[src/hdl/lpcp_pkg.sv]
package lpcp_pkg;

  // Field widths.
  localparam int COORD_W = 18;
  localparam int COEF_W  = 16;
  localparam int PIX_W   = 15;
  localparam int KEPT_W  = 17;
  localparam int CAM_W   = 20;  // camera X and Y after offset and negation
  localparam int DEPTH_W = 18;  // positive depth magnitude
  localparam int REG_IDX_W = 3;

  // Configuration register indexes.
  localparam logic [REG_IDX_W-1:0] REG_X_LOWER  = 3'd0;
  localparam logic [REG_IDX_W-1:0] REG_X_UPPER  = 3'd1;
  localparam logic [REG_IDX_W-1:0] REG_Y_LOWER  = 3'd2;
  localparam logic [REG_IDX_W-1:0] REG_Y_UPPER  = 3'd3;
  localparam logic [REG_IDX_W-1:0] REG_FOCAL_U  = 3'd4;
  localparam logic [REG_IDX_W-1:0] REG_CENTER_U = 3'd5;
  localparam logic [REG_IDX_W-1:0] REG_FOCAL_V  = 3'd6;
  localparam logic [REG_IDX_W-1:0] REG_CENTER_V = 3'd7;

  // Register reset values.
  localparam logic signed [COORD_W-1:0] RST_X_LOWER = 18'sd870;
  localparam logic signed [COORD_W-1:0] RST_X_UPPER = 18'sd51200;
  localparam logic signed [COORD_W-1:0] RST_Y_LOWER = -18'sd25600;
  localparam logic signed [COORD_W-1:0] RST_Y_UPPER = 18'sd25600;
  localparam logic [COEF_W-1:0] RST_FOCAL_U  = 16'd19472;
  localparam logic [COEF_W-1:0] RST_CENTER_U = 16'd17398;
  localparam logic [COEF_W-1:0] RST_FOCAL_V  = 16'd19346;
  localparam logic [COEF_W-1:0] RST_CENTER_V = 16'd13353;

  // Default module parameters.
  localparam int DEF_OFFSET_X     = -819;
  localparam int DEF_OFFSET_Y     = 0;
  localparam int DEF_OFFSET_Z     = 410;
  localparam int DEF_IMAGE_WIDTH  = 2048;
  localparam int DEF_IMAGE_HEIGHT = 1536;
  localparam int DEF_MAX_POINTS   = 131072;

  // Control from the top level to the projection engine.
  typedef struct packed {
    logic start;
    logic ack;
  } eng_ctl_t;

  // Status from the projection engine.
  typedef struct packed {
    logic done;
    logic on_image;
  } eng_sts_t;

endpackage

[src/hdl/lpcp_engine.sv]
module lpcp_engine
  import lpcp_pkg::*;
#(
  parameter int IMAGE_WIDTH  = DEF_IMAGE_WIDTH,
  parameter int IMAGE_HEIGHT = DEF_IMAGE_HEIGHT
) (
  input  logic                      clk,
  input  logic                      rst,
  input  eng_ctl_t                  ctl,
  output eng_sts_t                  sts,
  input  logic signed [CAM_W-1:0]   cam_x,
  input  logic signed [CAM_W-1:0]   cam_y,
  input  logic [DEPTH_W-1:0]        depth,
  input  logic [COEF_W-1:0]         focal_u,
  input  logic [COEF_W-1:0]         center_u,
  input  logic [COEF_W-1:0]         focal_v,
  input  logic [COEF_W-1:0]         center_v,
  output logic [PIX_W-1:0]          pixel_u,
  output logic [PIX_W-1:0]          pixel_v
);

  localparam int MUL_A_W = COEF_W + 1;
  localparam int PROD_W  = MUL_A_W + CAM_W;
  localparam int ACC_W   = PROD_W + 1;
  localparam int REM_W   = DEPTH_W + PIX_W;
  localparam int CNT_W   = $clog2(PIX_W);
  localparam logic [PIX_W:0]   U_LIMIT = (PIX_W + 1)'(IMAGE_WIDTH * 16);
  localparam logic [PIX_W:0]   V_LIMIT = (PIX_W + 1)'(IMAGE_HEIGHT * 16);
  localparam logic [CNT_W-1:0] LAST_STEP = CNT_W'(PIX_W - 1);

  localparam logic [2:0] ST_IDLE  = 3'd0;
  localparam logic [2:0] ST_MULA  = 3'd1;
  localparam logic [2:0] ST_MULB  = 3'd2;
  localparam logic [2:0] ST_ADD   = 3'd3;
  localparam logic [2:0] ST_CHECK = 3'd4;
  localparam logic [2:0] ST_DIV   = 3'd5;
  localparam logic [2:0] ST_AXIS  = 3'd6;
  localparam logic [2:0] ST_DONE  = 3'd7;

  logic [2:0]               state;
  logic                     phase;     // 0 works on u, 1 on v
  logic                     on_image;
  logic [CNT_W-1:0]         cnt;
  logic signed [PROD_W-1:0] prod;
  logic signed [ACC_W-1:0]  acc;
  logic [REM_W-1:0]         rem;
  logic [REM_W-1:0]         dsh;
  logic [PIX_W-1:0]         quo;

  logic signed [MUL_A_W-1:0] mul_a;
  logic signed [CAM_W-1:0]   mul_b;
  logic signed [PROD_W-1:0]  prod_next;
  logic [ACC_W-1:0]          acc_lim;
  logic                      acc_ok;
  logic [REM_W:0]            diff;
  logic [PIX_W:0]            axis_limit;
  logic                      axis_ok;

  // Shared multiplier: coefficient times camera coordinate or depth.
  always_comb begin
    if (state == ST_MULB) begin
      mul_a = signed'({1'b0, (phase ? center_v : center_u)});
      mul_b = signed'({{(CAM_W - DEPTH_W){1'b0}}, depth});
    end else begin
      mul_a = signed'({1'b0, (phase ? focal_v : focal_u)});
      mul_b = phase ? cam_y : cam_x;
    end
    prod_next = mul_a * mul_b;
  end

  // A positive numerator below depth shifted by the quotient width gives a
  // quotient that fits; anything else is off the image.
  assign acc_lim = {{(ACC_W - REM_W){1'b0}}, depth, {PIX_W{1'b0}}};
  assign acc_ok  = (acc != '0) && (unsigned'(acc) < acc_lim);

  // Restoring division step.
  assign diff = {1'b0, rem} - {1'b0, dsh};

  // Image bounds on the finished quotient.
  assign axis_limit = phase ? V_LIMIT : U_LIMIT;
  assign axis_ok    = (quo != '0) && ({1'b0, quo} < axis_limit);

  // Sequencer.
  always_ff @(posedge clk) begin
    if (rst) begin
      state    <= ST_IDLE;
      phase    <= 1'b0;
      on_image <= 1'b0;
      cnt      <= '0;
    end else begin
      case (state)
        ST_IDLE: begin
          if (ctl.start) begin
            phase <= 1'b0;
            state <= ST_MULA;
          end
        end
        ST_MULA:  state <= ST_MULB;
        ST_MULB:  state <= ST_ADD;
        ST_ADD:   state <= ST_CHECK;
        ST_CHECK: begin
          cnt <= '0;
          if (acc_ok) begin
            state <= ST_DIV;
          end else begin
            on_image <= 1'b0;
            state    <= ST_DONE;
          end
        end
        ST_DIV: begin
          cnt <= cnt + 1'b1;
          if (cnt == LAST_STEP) begin
            state <= ST_AXIS;
          end
        end
        ST_AXIS: begin
          if (!axis_ok) begin
            on_image <= 1'b0;
            state    <= ST_DONE;
          end else if (!phase) begin
            phase <= 1'b1;
            state <= ST_MULA;
          end else begin
            on_image <= 1'b1;
            state    <= ST_DONE;
          end
        end
        ST_DONE: begin
          if (ctl.ack) begin
            state <= ST_IDLE;
          end
        end
        default: state <= ST_IDLE;
      endcase
    end
  end

  // Datapath registers.
  always_ff @(posedge clk) begin
    prod <= prod_next;
    case (state)
      ST_MULB: acc <= {prod[PROD_W-1], prod};
      ST_ADD:  acc <= acc + {prod[PROD_W-1], prod};
      ST_CHECK: begin
        rem <= acc[REM_W-1:0];
        dsh <= {1'b0, depth, {(PIX_W - 1){1'b0}}};
        quo <= '0;
      end
      ST_DIV: begin
        if (!diff[REM_W]) begin
          rem <= diff[REM_W-1:0];
        end
        dsh <= dsh >> 1;
        quo <= {quo[PIX_W-2:0], ~diff[REM_W]};
      end
      ST_AXIS: begin
        if (!phase) begin
          pixel_u <= quo;
        end else begin
          pixel_v <= quo;
        end
      end
      default: ;
    endcase
  end

  assign sts.done     = (state == ST_DONE);
  assign sts.on_image = on_image;

endmodule

[src/hdl/lidar_point_camera_projection_top.sv]
// Channel   Direction  Handshake             Beat contents
// cfg       in         cfg_we                cfg_index, cfg_data
// in        in         in_valid / in_ready   point_x, point_y, point_z, end_of_cloud
// out       out        out_valid / out_ready kept, pixel_u, pixel_v, point_index, cloud_done
//
// One point is worked on at a time. A point outside the box or with depth of zero
// or less bypasses the engine; a projected point goes through the shared multiplier
// (focal and centre products per axis) and the restoring divider (15 steps per axis).
// A result waiting in the output register does not hold off the next input beat;
// a full output register stalls the finish of the following point.
// Reset is synchronous and clears the registers to their reset values and the count.
module lidar_point_camera_projection_top
  import lpcp_pkg::*;
#(
  parameter int OFFSET_X     = DEF_OFFSET_X,
  parameter int OFFSET_Y     = DEF_OFFSET_Y,
  parameter int OFFSET_Z     = DEF_OFFSET_Z,
  parameter int IMAGE_WIDTH  = DEF_IMAGE_WIDTH,
  parameter int IMAGE_HEIGHT = DEF_IMAGE_HEIGHT,
  parameter int MAX_POINTS   = DEF_MAX_POINTS
) (
  input  logic                      clk,
  input  logic                      rst,
  input  logic                      cfg_we,
  input  logic [REG_IDX_W-1:0]      cfg_index,
  input  logic [COORD_W-1:0]        cfg_data,
  input  logic                      in_valid,
  output logic                      in_ready,
  input  logic signed [COORD_W-1:0] point_x,
  input  logic signed [COORD_W-1:0] point_y,
  input  logic signed [COORD_W-1:0] point_z,
  input  logic                      end_of_cloud,
  output logic                      out_valid,
  input  logic                      out_ready,
  output logic                      kept,
  output logic [PIX_W-1:0]          pixel_u,
  output logic [PIX_W-1:0]          pixel_v,
  output logic [KEPT_W-1:0]         point_index,
  output logic                      cloud_done
);

  localparam logic signed [COORD_W:0] OFF_X = (COORD_W + 1)'(OFFSET_X);
  localparam logic signed [CAM_W-1:0] OFF_Y = CAM_W'(OFFSET_Y);
  localparam logic signed [CAM_W-1:0] OFF_Z = CAM_W'(OFFSET_Z);
  localparam logic [KEPT_W-1:0]       CNT_LIMIT = KEPT_W'(MAX_POINTS - 1);

  // Configuration registers.
  logic signed [COORD_W-1:0] x_lower_limit;
  logic signed [COORD_W-1:0] x_upper_limit;
  logic signed [COORD_W-1:0] y_lower_limit;
  logic signed [COORD_W-1:0] y_upper_limit;
  logic [COEF_W-1:0]         focal_u;
  logic [COEF_W-1:0]         center_u;
  logic [COEF_W-1:0]         focal_v;
  logic [COEF_W-1:0]         center_v;

  // Control state.
  logic              busy;
  logic              use_eng;
  logic              start;
  logic [KEPT_W-1:0] kept_count;

  // Held point.
  logic signed [CAM_W-1:0] cam_x;
  logic signed [CAM_W-1:0] cam_y;
  logic [DEPTH_W-1:0]      depth;
  logic                    eoc;

  logic                    accept;
  logic                    finish;
  logic                    keep_now;
  logic                    box_ok;
  logic                    depth_pos;
  logic signed [COORD_W:0] depth_full;
  logic signed [CAM_W-1:0] cam_x_next;
  logic signed [CAM_W-1:0] cam_y_next;
  logic [PIX_W-1:0]        eng_u;
  logic [PIX_W-1:0]        eng_v;
  eng_ctl_t                ctl;
  eng_sts_t                sts;

  // Configuration writes.
  always_ff @(posedge clk) begin
    if (rst) begin
      x_lower_limit <= RST_X_LOWER;
      x_upper_limit <= RST_X_UPPER;
      y_lower_limit <= RST_Y_LOWER;
      y_upper_limit <= RST_Y_UPPER;
      focal_u       <= RST_FOCAL_U;
      center_u      <= RST_CENTER_U;
      focal_v       <= RST_FOCAL_V;
      center_v      <= RST_CENTER_V;
    end else if (cfg_we) begin
      case (cfg_index)
        REG_X_LOWER:  x_lower_limit <= signed'(cfg_data);
        REG_X_UPPER:  x_upper_limit <= signed'(cfg_data);
        REG_Y_LOWER:  y_lower_limit <= signed'(cfg_data);
        REG_Y_UPPER:  y_upper_limit <= signed'(cfg_data);
        REG_FOCAL_U:  focal_u       <= cfg_data[COEF_W-1:0];
        REG_CENTER_U: center_u      <= cfg_data[COEF_W-1:0];
        REG_FOCAL_V:  focal_v       <= cfg_data[COEF_W-1:0];
        REG_CENTER_V: center_v      <= cfg_data[COEF_W-1:0];
        default: ;
      endcase
    end
  end

  // Box test and lidar-to-camera axes.
  assign box_ok = (point_x >= x_lower_limit) && (point_x <= x_upper_limit) &&
                  (point_y >= y_lower_limit) && (point_y <= y_upper_limit);
  assign depth_full = {point_x[COORD_W-1], point_x} + OFF_X;
  assign depth_pos  = !depth_full[COORD_W] && (depth_full != '0);
  assign cam_x_next = CAM_W'(0) -
                      ({{(CAM_W - COORD_W){point_y[COORD_W-1]}}, point_y} + OFF_Y);
  assign cam_y_next = CAM_W'(0) -
                      ({{(CAM_W - COORD_W){point_z[COORD_W-1]}}, point_z} + OFF_Z);

  // Handshake.
  assign in_ready = !busy;
  assign accept   = in_valid && in_ready;
  assign finish   = busy && (!use_eng || sts.done) && (!out_valid || out_ready);
  assign keep_now = use_eng && sts.on_image;
  assign ctl.start = start;
  assign ctl.ack   = finish && use_eng;

  // Control and kept-point counter.
  always_ff @(posedge clk) begin
    if (rst) begin
      busy       <= 1'b0;
      use_eng    <= 1'b0;
      start      <= 1'b0;
      out_valid  <= 1'b0;
      kept_count <= '0;
    end else begin
      start <= accept && box_ok && depth_pos;
      if (accept) begin
        busy    <= 1'b1;
        use_eng <= box_ok && depth_pos;
      end
      // A finished point loads the output register; a taken beat empties it.
      out_valid <= finish || (out_valid && !out_ready);
      if (finish) begin
        busy <= 1'b0;
        if (eoc) begin
          kept_count <= '0;
        end else if (keep_now && (kept_count < CNT_LIMIT)) begin
          kept_count <= kept_count + 1'b1;
        end
      end
    end
  end

  // Point and result registers.
  always_ff @(posedge clk) begin
    if (accept) begin
      cam_x <= cam_x_next;
      cam_y <= cam_y_next;
      depth <= depth_full[DEPTH_W-1:0];
      eoc   <= end_of_cloud;
    end
    if (finish) begin
      kept        <= keep_now;
      pixel_u     <= keep_now ? eng_u : '0;
      pixel_v     <= keep_now ? eng_v : '0;
      point_index <= keep_now ? kept_count : '0;
      cloud_done  <= eoc;
    end
  end

  lpcp_engine #(
    .IMAGE_WIDTH  (IMAGE_WIDTH),
    .IMAGE_HEIGHT (IMAGE_HEIGHT)
  ) u_engine (
    .clk      (clk),
    .rst      (rst),
    .ctl      (ctl),
    .sts      (sts),
    .cam_x    (cam_x),
    .cam_y    (cam_y),
    .depth    (depth),
    .focal_u  (focal_u),
    .center_u (center_u),
    .focal_v  (focal_v),
    .center_v (center_v),
    .pixel_u  (eng_u),
    .pixel_v  (eng_v)
  );

endmodule

[config.mk]
export PLATFORM = sky130hd
export DESIGN_NAME = lidar_point_camera_projection_top
export DESIGN_NICKNAME = d
export VERILOG_FILES = /design/src/hdl/lpcp_pkg.sv /design/src/hdl/lpcp_engine.sv /design/src/hdl/lidar_point_camera_projection_top.sv
export SDC_FILE = /design/constraint.sdc
export NUM_CORES = 2
export LEC_CHECK = 0
export ABC_CLOCK_PERIOD_IN_PS = 20000
export BUFFER_PORTS_ARGS = -buffer_cell sky130_fd_sc_hd__buf_4
export CORE_MARGIN = 3
export CORE_UTILIZATION = 41
export CTS_BUF_LIST = sky130_fd_sc_hd__clkbuf_8 sky130_fd_sc_hd__clkbuf_16
export CTS_CLUSTER_SIZE = 20
export DETAILED_ROUTE_END_ITERATION = 16
export PLACE_DENSITY_LB_ADDON = 0.15
export SLEW_MARGIN = 20
export SYNTH_ARGS = -nofsm -noshare
export SYNTH_HDL_FRONTEND = slang
export SYNTH_SLANG_ARGS = --single-unit
[constraint.sdc]
create_clock -name clk -period 20 [get_ports clk]
set_input_delay 2 -clock clk [delete_from_list [all_inputs] [get_ports clk]]
set_output_delay 2 -clock clk [all_outputs]
set_load 0.01 [all_outputs]
# Yosys cells after proc, flatten, opt, wreduce, memory -nomap -nowiden
# Index checks and enable logic that the tools add are counted.
op_classes:
  mux: 28
  reduce_logical: 50
  n_mul: 1
  order_cmp: 7
  n_addsub: 8
  bitwise_logic: 2
  n_eq_ne: 22
op_table:
  columns: ["operator", "n"]
  rows:
  - ["$pmux W33 S2", 2]
  - ["$pmux W38 S2", 1]
  - ["$mux W16", 4]
  - ["$mux W20", 2]
  - ["$add A38 B38 Y38", 1]
  - ["$lt A38 B33 Y1", 1]
  - ["$reduce_bool A38 Y1", 1]
  - ["$mul A17 B20 Y37", 1]
  - ["$ge A18 B18 Y1", 2]
  - ["$le A18 B18 Y1", 2]
  - ["$mux W17", 2]
  - ["$sub A33 B33 Y34", 1]
  - ["$mux W33", 1]
  - ["$pmux W15 S2", 1]
  - ["$eq A3 B3 Y1 const B", 8]
  - ["$pmux W3 S8", 1]
  - ["$reduce_and A2 Y1", 12]
  - ["$sub A1 B19 Y20 const A", 1]
  - ["$add A18 B10 Y19 const B", 1]
  - ["$add A18 B11 Y19 const B", 1]
  - ["$reduce_bool A19 Y1", 1]
  - ["$sub A1 B18 Y19 const A", 1]
  - ["$add A17 B1 Y17 const B", 1]
  - ["$lt A17 B17 Y1 const B", 1]
  - ["other kinds (22)", 68]
word_totals:
  output_inout_bits: 51
  input_bits: 81
  elab_cells: 151
  register_bits: 460

# Logic depth before layout (Yosys ltp)
logic_depth:
  ltp_word: 7
  depth_mapped: 33
  ltp_nobuf: 29

# By module
# Synthesis repeated with hierarchy kept, for this count alone.
unflattened:
  hier_cells: 3881
  area_unflattened_um2: 35995.8
modules_own_cells:
  columns: ["module", "area_each_um2", "n_inst", "cells_per_inst"]
  rows:
  - ["lpcp_engine", 23822.8, 1, 2586]
  - ["lidar_point_camera_projection_top", 12172.9, 1, 1295]

# Worst setup path after synthesis
# No wires, ideal clock.
synth_timing:
  path_kind: "register to register"
  start: "register u_engine.state[1]"
  end: "register u_engine.prod[35]"
  setup_time_ps: 72
  stages_incl_launch_ff: 33
  t_required_ps: 19928
  t_arrival_ps: 9317
  synth_period_minus_slack_ps: 9390
  path_slack_ps: 10610
  path_cell_list: "dfxtp_1 clkbuf_1 nor2b_1 nand2b_1 buf_2 clkbuf_1 clkbuf_1 nand2_1 nand3_1 o21ai_1 clkbuf_1 nor2_1 fa_1 inv_1 fa_1 fa_1 inv_1 fa_1 fa_1 inv_1 fa_1 inv_1 ha_1 a21o_1 a21oi_1 o21ai_0 a311oi_1 o21ai_1 a41o_1 a221oi_1 o21ai_0 a21oi_1 xnor2_1"
synth_via:
  elab_chain_cells: 3
  elab_cells_between_ends: 4
  cone_classes: "mul: 1; eq/ne: 1; mux: 2"
synth_rtl:
  columns: ["item", "line", "text"]
  rows:
  - ["start: declaration", "lpcp_engine.sv:40", "logic [2:0] state;"]
  - ["start signal: assignment", "lpcp_engine.sv:86", "state <= ST_IDLE;"]
  - ["start signal: assignment", "lpcp_engine.sv:95", "state <= ST_MULA;"]
  - ["start signal: assignment", "lpcp_engine.sv:98", "ST_MULA: state <= ST_MULB;"]
  - ["$eq A3 B2 Y1 (*)", "lpcp_engine.sv:61", "if (state == ST_MULB) begin"]
  - ["$mux W16 or $mux W20 (tied branches)", "lpcp_engine.sv:61", null]
  - ["$mul A17 B20 Y37 (*)", "lpcp_engine.sv:68", "prod_next = mul_a * mul_b;"]
  - ["named net u_engine.prod_next[35]", "lpcp_engine.sv:52", "logic signed [PROD_W-1:0] prod_next;"]
  - ["end signal: assignment", "lpcp_engine.sv:140", "prod <= prod_next;"]
  - ["end: declaration", "lpcp_engine.sv:44", "logic signed [PROD_W-1:0] prod;"]
# The timed path passes the listed nets; every way through them passes the cells marked *.
# A chain may end at the register's enable or synchronous reset.

# Worst setup path in the final report
# Ends and elaborated chain as after synthesis.

==> flow_summary.json <==
{
  "power_leakage_uw": 0.0177,
  "relSlewSlack_pct": 31.3,
  "ys_ff_latch": 458,
  "worstSetupPathType": "flop to flop",
  "ys_seq_area_share_pct": 32.8,
  "syn_avg_cell_area_sq_um": 9.27,
  "setup-violations-final": 0,
  "status": "completed",
  "p_per_area_nw_per_um2": 91.6,
  "timing.fmax_ghz": 0.116,
  "areaGrowthSynthToFinish_pct": 10.9,
  "worst_path_dominant_cell_family": "adder cells",
  "core_area_sq_um": 85800,
  "min_path_type": "flop to flop",
  "hp-start": "y_upper_limit[12]",
  "yosysTopAreaCell": "edfxtp_1",
  "cts_tree": "done",
  "via_per_inst": 5.10,
  "die_w_microns": 301,
  "synth_edf_count": 255,
  "fin_crit_sh_pct": 43.0,
  "clk_pin_slew_ns": 0.07,
  "clkSinkCount": 458,
  "r2r_slack_ns": 11.40,
  "wl_per_cell_microns": 18.8,
  "initialDrtViolationCount": 1616,
  "min_period_ns": 8.60,
  "holdBufCountCts": 0,
  "h-tree-depth": 2,
  "grt_pass1_wl_microns": 151000,
  "crit_slowest_cell": "a21oi_1",
  "grt_util_all_layers_pct": 21.3,
  "maxCapViolCount": 0,
  "grt_pass1_vias": 26300,
  "gp_congestion": 0.909,
  "r2r_start": "u_engine.state[1]",
  "dr_total_vias": 26100,
  "synth_top_area_share_pct": 21.4,
  "mostFrequentLayoutCells": "606 x nand2_1, 581 x inv_1, 323 x fa_1",
  "crit_path_start_kind": "flop",
  "finClkSkew_ns": 0.0733,
  "synth_area_sq_um": 35700,
  "final-hold-violation-count": 0,
  "cts_setup_buffers": 0,
  "cts_buffers": 53,
  "overflow": 0,
  "die_height_microns": 301,
  "met1_length_microns": 44800,
  "pre_cts_ws_ns": 11.43,
  "antenna_found_initial": 2,
  "post-route-util_pct": 46.2,
  "final_common_cell": "nand2_1",
  "wl_met2_microns": 42800,
  "max_stage_delay_ns": 0.62,
  "die_area_sq_um": 90700,
  "worstHoldPathCells": 2,
  "synth_warnings": 0,
  "insertion_delay_ns": 0.64,
  "holdPathEnd": "y_upper_limit[12]",
  "routed_wl_microns": 95900,
  "arrival_ns": 9.17,
  "setup_ws_ns": 11.40,
  "worst_pin_slew_ns": 1.03,
  "crit_buf_inv": 6,
  "place_hpwl_microns": 73600,
  "nets": 4582,
  "synthArstFlopShare_pct": 0,
  "crit_top_cell": "fa_1",
  "endpoint_kind": "flop",
  "peakVddDrop_mv": 0.0822,
  "io_buffers": 131,
  "clockBufferDepth": 3,
  "ant_nets": 0,
  "synth_cells": 3853,
  "top_layer": "met5",
  "dr.pass1.iters": 5,
  "yosysUniqueCellTypes": 71,
  "ys.flop_type": "edfxtp_1",
  "r2r_cells": 27,
  "initial_core_util_pct": 41.6,
  "register_area_sq_um": 11700,
  "rr_endpoint": "u_engine.prod[35]",
  "synth_top_cells_by_area": "edfxtp_1 21%, fa_1 18%, dfxtp_1 11%",
  "slew_violations": 0,
  "grt_max_degree": 88,
  "wl_met3_microns": 5480,
  "nFillCells": 8375,
  "syn-num-nets": 4514,
  "rows": 107,
  "finalHoldWorstSlack_ns": 0.452,
  "setup_tns_ns": 0,
  "required_ns": 20.57,
  "cts-root-buf": "clkbuf_16",
  "multi_input_area_sq_um": 21300,
  "cts_resized": 0,
  "io-pin-count": 132,
  "rsz0062_at_grt": "false",
  "crit_fanout": 77,
  "drive_above_1_share_pct": 7.32,
  "drc": 0
}
[per-layer routing]
layer | GRT usage [%] | vias up
li1 | - | 12800
met1 | 30.0 | 12500
met2 | 33.5 | 591
met3 | 3.77 | 129
met4 | 6.41 | 2
met5 | 0 | -
[Yosys cell counts, types with 16 or more instances]
master	number
clkbuf_1	126
and2_1	33
edfxtp_1	255
and3_1	75
nand3_1	52
fa_1	323
a21oi_1	227
nor4_1	22
xor2_1	65
o21a_1	19
nor2_1	254
mux2i_1	31
nor2b_1	39
nand2_1	608
clkbuf_2	16
nand2b_1	32
inv_1	577
a31oi_1	17
dfxtp_1	203
nand4_1	27
nor3_1	42
xnor2_1	90
a211o_1	20
o21ai_0	132
a21o_1	105
ha_1	257
nand3b_1	33
[tightest hold or removal path, cell delays in order, from the launching register on]
cell and delay, ns:
dfxtp_1 0.31, nand2_1 0.05, a21oi_1 0.05
[layout make-up]
| type | count | share of cell area [%] |
|---|---|---|
| diodes | 1 | 0.00632 |
| well taps | 1144 | 3.61 |
| clock inverters | 39 | 0.837 |
| flip-flops and latches | 458 | 29.6 |
| multi-input cells | 2666 | 53.7 |
| clock buffers | 59 | 3.61 |
| repair buffers | 164 | 3.11 |
| inverters | 578 | 5.48 |
[cell families after synthesis]
group / after synthesis / synth area share [%]
and+or+nand+nor: 1262 / 16.0
buffers and inverters: 729 / 7.72
AOI/OAI and AO/OA: 614 / 10.5
adders and majority gates: 580 / 27.1
DFF: 458 / 32.8
xor gates and xnor gates: 155 / 3.80
muxes: 55 / 1.97
[power breakdown]
group / internal, uW / total [uW] / switching (uW)
logic: 659 / 1540 / 884
registers: 1070 / 1110 / 40.6
clock network: 557 / 972 / 415
total: 2290 / 3630 / 1340
[state kept, by name, indices dropped and copies added, names as in the netlist, 16 cells and up]
name	flops
u_engine.dsh	32
y_upper_limit	18
u_engine.prod	37
x_lower_limit	18
kept_count	17
cam_x	19
focal_u	16
center_u	16
cam_y	20
center_v	16
point_index	17
x_upper_limit	18
focal_v	16
u_engine.rem	33
depth	18
y_lower_limit	18
u_engine.acc	38
[metrics by stage]
step | instances | instance area, sq um | power, uW
5_1_grt | 5108 | 39600 | 3930
3_3_place_gp | 5010 | 37800 | 2670
2_1_floorplan | 3853 | 35700 | 2330
3_5_place_dp | 5010 | 37800 | 2680
4_1_cts | 5108 | 39600 | 3670
6_report | 5109 | 39600 | 3630
[worst max-delay path by stage]
stage                            from                end  depth (start not counted)
CTS                 u_engine.state[1]  u_engine.prod[35]                         27
global route        u_engine.state[1]  u_engine.prod[35]                         27
floorplan           u_engine.state[1]  u_engine.prod[35]                         32
global placement    u_engine.state[1]  u_engine.prod[35]                         27
finish              u_engine.state[1]  u_engine.prod[35]                         27
detailed placement  u_engine.state[1]  u_engine.prod[35]                         27
Power figures use the tool's default switching activity.
